--- config.mk ---
export PLATFORM = sky130hd
export DESIGN_NAME = fpa_div_stage
export DESIGN_NICKNAME = d
export VERILOG_FILES = /design/src/sv/fpa_pkg.sv /design/src/sv/fpa_div_stage.sv
export SDC_FILE = /design/constraint.sdc
export NUM_CORES = 1
export LEC_CHECK = 0
export BUFFER_PORTS_ARGS = -buffer_cell sky130_fd_sc_hd__buf_2
export CAP_MARGIN = 40
export CORE_UTILIZATION = 44
export DETAILED_ROUTE_END_ITERATION = 10
export MAX_ROUTING_LAYER = met4
export PLACE_DENSITY = 0.76
export SYNTH_ARGS = -nofsm -noshare
export SYNTH_HDL_FRONTEND = slang
export SYNTH_SLANG_ARGS = --single-unit
--- constraint.sdc ---
create_clock -name clock -period 2.57 [get_ports clock]
set_input_delay 0.257 -clock clock [delete_from_list [all_inputs] [get_ports clock]]
set_output_delay 0.257 -clock clock [all_outputs]
set_load 0.02 [all_outputs]
--- src/sv/fpa_pkg.sv ---
`default_nettype none

package fpa_pkg;

   // raw operand and result width
   localparam int WORD_W = 32;

   // opcode field of an input item
   typedef enum logic [3:0] {
      OP_ADD      = 4'd0,
      OP_SUB      = 4'd1,
      OP_MUL      = 4'd2,
      OP_DIV      = 4'd3,
      OP_INC      = 4'd4,
      OP_DEC      = 4'd5,
      OP_MIN      = 4'd6,
      OP_MAX      = 4'd7,
      OP_GT       = 4'd8,
      OP_GE       = 4'd9,
      OP_LT       = 4'd10,
      OP_LE       = 4'd11,
      OP_EQ       = 4'd12,
      OP_NE       = 4'd13,
      OP_FROM_INT = 4'd14,
      OP_TO_INT   = 4'd15
   } op_type;

endpackage

`default_nettype wire

--- src/sv/fpa_div_stage.sv ---
`default_nettype none

// One restoring-division step: shift in one dividend bit, try to subtract
// the divisor, record one quotient bit.
module fpa_div_stage #(
   parameter int QUO_W = 40
) (
   input  wire logic                        clock,
   input  wire logic                        en,
   input  wire logic [fpa_pkg::WORD_W-1:0]  rem_i,
   input  wire logic [QUO_W-1:0]            quo_i,
   input  wire logic                        num_bit,
   input  wire logic [fpa_pkg::WORD_W-1:0]  den,
   output logic      [fpa_pkg::WORD_W-1:0]  rem_o,
   output logic      [QUO_W-1:0]            quo_o
);
   import fpa_pkg::*;

   logic [WORD_W:0]   trial;
   logic [WORD_W:0]   diff;
   logic              fits;
   logic [WORD_W-1:0] rem_ff, rem_in;
   logic [QUO_W-1:0]  quo_ff, quo_in;

   // trial subtract
   always_comb begin
      trial  = {rem_i, num_bit};
      diff   = trial - {1'b0, den};
      fits   = (trial >= {1'b0, den});
      rem_in = fits ? diff[WORD_W-1:0] : trial[WORD_W-1:0];
      quo_in = {quo_i[QUO_W-2:0], fits};
   end

   always_ff @(posedge clock) begin
      if (en) begin
         rem_ff <= rem_in;
         quo_ff <= quo_in;
      end
   end

   assign rem_o = rem_ff;
   assign quo_o = quo_ff;

endmodule

`default_nettype wire

* Word level (Yosys, flattened, before mapping)
Cells that the tools add are included.
** Operators by class
- Add/sub/neg operators :: 1
- $lt $le $gt $ge :: 1
- Mux-type cells :: 1
** Operators with widths (number)
- >= comparator 33 x 32 -> 1 bit :: 1
- 2-to-1 mux 32 bit :: 1
- subtractor 32 bit :: 1
** Storage, ports and cells
- Register bits after elaboration :: 72
- Word-level logic and storage cells :: 5

* Logic depth before layout (Yosys ltp)
- Depth after elaboration :: 2
- Mapped depth :: 13

* Least setup slack after synthesis
Ideal clock, no wire load.
- Path type :: in2reg
- From :: input den[23] in the netlist's numbering
- To :: register rem_ff[14] (netlist: rem_o[14]) (data pin)
- Arrival time :: 2349 ps
- Required time :: 2310 ps
- Path slack :: -39 ps
- Stages :: 11
- Buffers on the path :: 2
- Path through :: inv_1 -> ha_1 -> buf_6 -> and3_1 -> o21a_1 -> a311oi_2 -> o21ai_1 -> or3b_1 -> o21a_1 -> buf_6 -> mux2_4
** On the way
- Longest elaborated chain between the ends :: 2
** Ends and longest elaborated chain
- from (decl) :: line fpa_div_stage.sv:13 : input wire logic [fpa_pkg::WORD_W-1:0] den,
- >= comparator 33 x 32 -> 1 bit :: line fpa_div_stage.sv:29 : fits = (trial >= {1'b0, den});
- 2-to-1 mux 32 bit :: line fpa_div_stage.sv:30 : rem_in = fits ? diff[WORD_W-1:0] : trial[WORD_W-1:0];
- named net rem_in[14] :: line fpa_div_stage.sv:22 : logic [WORD_W-1:0] rem_ff, rem_in;
- to (signal assigned) :: line fpa_div_stage.sv:36 : rem_ff <= rem_in;
- to (decl) :: line fpa_div_stage.sv:22
The timed path passes the listed nets, and every way through them passes these cells.
A chain may end at the register's enable or synchronous reset.

* Worst setup path after layout
- From :: input rem_i[21] in the netlist's numbering
- To :: register rem_ff[14] (netlist: rem_o[14]) (data pin)
** On the way
- Longest elaborated chain between the ends :: 2
** Ends and longest elaborated chain
- from (decl) :: line fpa_div_stage.sv:10 : input wire logic [fpa_pkg::WORD_W-1:0] rem_i,
- >= comparator 33 x 32 -> 1 bit :: line fpa_div_stage.sv:29
- 2-to-1 mux 32 bit :: line fpa_div_stage.sv:30
- named net rem_in[14] :: line fpa_div_stage.sv:22
The timed path passes the listed nets, and every way through them passes these cells.

==> run_results.csv <==
group,metric,value,unit
run_status,outcome,"finished clean",
hold_path,hold_class,"input port to flip-flop",
global_route,grtUsageTotal,23.6,%
floorplan,core,9820,sq um
clock_network,h-tree-depth,3,
floorplan,pin_count,179,
placement,hpwlAfterDp,9.58,mm
logic_synthesis,synth-seq-cells,72,
logic_synthesis,synth_nets,571,
global_route,grt_pass1_vias,4068,
global_route,grt-ovfl-total,0,
finish,final_area,6450,sq um
placement,placedCellCount,816,
clock_network,cts_inserted_buffers,9,
placement,place_congestion,0.875,
clock_network,cts_max_path_buffers,2,
logic_synthesis,synth-edff-count,72,
power,ir_drop,0.233,mV
logic_synthesis,yosysWarnings,0,
floorplan,die_area,10600,sq um
worst_setup_path,cp.arrival,2.58,ns
hold_path,hold_end,"quo_o[21]",
finish,multi_input_area,2100,sq um
worst_setup_path,required,2.68,ns
worst_setup_path,start_kind,"input port",
timing,slew_headroom,73.7,%
route,remaining_drc_errors,0,
floorplan,die_x,103,microns
floorplan,row_count,36,
route,viasPerCell,5.00,
clock_network,cts_tree,"done",
logic_synthesis,syn_avg_cell_area,10.4,sq um
timing,finalSetupViolCount,0,
job,drv_cap,0,
global_route,antenna_found_initial,1,
logic_synthesis,synth_cell_types,49,
floorplan,start_util,45.7,%
timing,rsz0062_at_grt,"no",
finish,regArea,2160,sq um
clock_network,cts_root_buf,"clkbuf_8",
route,first_iter_violations,137,
logic_synthesis,syn_area,4490,sq um
timing,final_max_slew_viol_count,0,
power,p_leak,3.09,nW
hold_path,hold_depth,1,
timing,finalHoldViolations,0,
worst_setup_path,path_class,"input port to flip-flop",
power,p_per_area,588,nW/um^2
worst_setup_path,cp_max_fo,21,
timing,finalCriticalPeriod,2.47,ns
route,drtAntennaViolNets,0,
route,firstDrtPassIters,4,
clock_network,clock_sinks,72,
finish,fin_nets,835,
logic_synthesis,async_flop_share,0,%
clock_network,clk_pin_slew,0.09,ns
timing,fin_crit_sh,96.0,%
route,wirelength,12.1,mm
worst_setup_path,end_kind,"flip-flop",
logic_synthesis,ys_seq_area_share,48.2,%
floorplan,die_y,103,microns
timing,tns,0,ns
finish,fin_cells,834,
timing,tightest_slew,0.391,ns
route,wl_per_cell,14.5,microns
logic_synthesis,synthCells,431,
logic_synthesis,synth_flop_cell,"edfxtp_1",
finish,fillers,827,
global_route,grt_max_degree,73,
placement,portBuffers,177,
finish,drive_gt1_share,44.7,%
placement,postPlaceCellArea,6180,sq um
hold_path,min_from,"quo_i[20]",
route,num_vias,4170,
timing,clock.fmax,0.405,GHz
finish,area_growth_syn_to_layout,43.6,%
timing,holdWs,0.0836,ns
global_route,grt_first_pass_wirelength,18.5,mm
-- Yosys cell counts, types with 4 or more instances --
master,instances,area share [%]
buf_2,5,0.56
o21a_1,6,1.0
o21ai_0,17,1.9
buf_6,5,1.3
xnor2_1,16,3.1
o31ai_1,7,1.2
inv_1,46,3.8
o21bai_1,5,0.84
nand4_1,8,1.1
ha_1,32,8.9
a21oi_1,54,6.0
edfxtp_1,72,48
o21ai_1,4,0.45
xor2_1,10,2.0
nand2_1,24,2.0
mux2_4,8,2.7
nand2b_1,7,0.98
clkbuf_1,6,0.50
nand3_1,8,0.89
nor2_1,37,3.1
a21o_1,8,1.3
-- worst max-delay path by stage --
stage	start	endpoint	slack, ns	depth (start not counted)
CTS	den[2]	rem_o[31]	0.08	11
global placement	rem_i[21]	rem_o[20]	-0.22	10
detailed placement	num_bit	rem_o[30]	-0.28	12
finish	rem_i[21]	rem_o[14]	0.10	10
floorplan	den[20]	rem_o[14]	0.004	11
global route	den[22]	rem_o[14]	0.02	11
-- layer usage --
metal / global-route usage [%] / routed length (microns)
met5: - / 0
met4: 7.69 / 201
met3: 4.81 / 684
met2: 43.1 / 6230
met1: 25.6 / 5010
-- kinds of logic (layout without fill, tap and decap cells) --
| logic type | count (synthesis) | after routing | share of synthesized area (%) |
|---|---|---|---|
| AOI/OAI and AO/OA | 120 | 120 | 16.3 |
| and+or+nand+nor | 107 | 107 | 11.7 |
| DFF | 72 | 72 | 48.2 |
| buffers and inverters | 63 | 332 | 6.33 |
| adders and majority gates | 33 | 33 | 9.36 |
| xor gates and xnor gates | 26 | 26 | 5.07 |
| muxes | 10 | 10 | 3.12 |
| other | 0 | 1 | 0 |
-- stage by stage --
| step | utilization [%] | setup slack [ns] | total power, mW |
|---|---|---|---|
| 4_1_cts | 65.1 | 0.0823 | 3.80 |
| 2_1_floorplan | - | 0.00361 | 2.26 |
| 3_3_place_gp | 62.9 | -0.216 | 2.76 |
| 3_5_place_dp | 62.9 | -0.277 | 2.79 |
| 6_report | 65.6 | 0.104 | 3.79 |
| 5_1_grt | 65.6 | 0.0151 | 3.98 |
-- layout make-up --
cell class,count,area share [%]
inverter,46,2.68
multi-input combinational,296,32.6
clock inverter,7,1.48
antenna,1,0.0388
sequential,72,33.5
timing repair buffer,270,25.2
tap,133,2.58
clock buffer,9,1.92
-- flip-flops by register name, indices dropped and copies added (netlist names) --
name,cells
quo_o,40
rem_o,32
-- layout by cell type, fill, tap and decap left out, drive strengths merged, types with 2 or more instances in the layout --
master and count:
buf 270, edfxtp 72, a21oi 55, inv 47, nor2 37, ha 32
nand2 24, o21ai 21, xnor2 16, xor2 10, clkbuf 9, nand3 8
nand4 8, a21o 8, mux2 8, nand2b 7, o31ai 7, o21a 6
o21bai 5, a2111oi 4, and2 3, a211oi 3, nor3 3, clkinv 3
and3 2, nor4b 2, a31oi 2, a31o 2, or2 2, or3 2
o211ai 2, mux2i 2, nand4b 2, bufinv 2, nor2b 2
-- worst max-delay path, cell delays in order --
cell	delay, ns
buf_2	0.11
ha_1	0.33
and3_1	0.18
o21a_1	0.17
a311oi_2	0.26
o21ai_2	0.13
or3b_1	0.39
o21a_2	0.26
buf_12	0.16
mux2_4	0.30
-- timing repair --
action                                 4_1_cts  5_1_grt
endpoints found under the hold margin        0        0
resized for setup                            0       12
setup buffers                                0        1
hold buffers                                 0        0
setup endpoints to repair                    0        7
-- report_power, final --
group	switching (mW)	internal, mW
clock	0.457	0.548
combinational	0.699	0.588
sequential	0.0310	1.47
No activity file was read; power rests on OpenSTA's default activity.
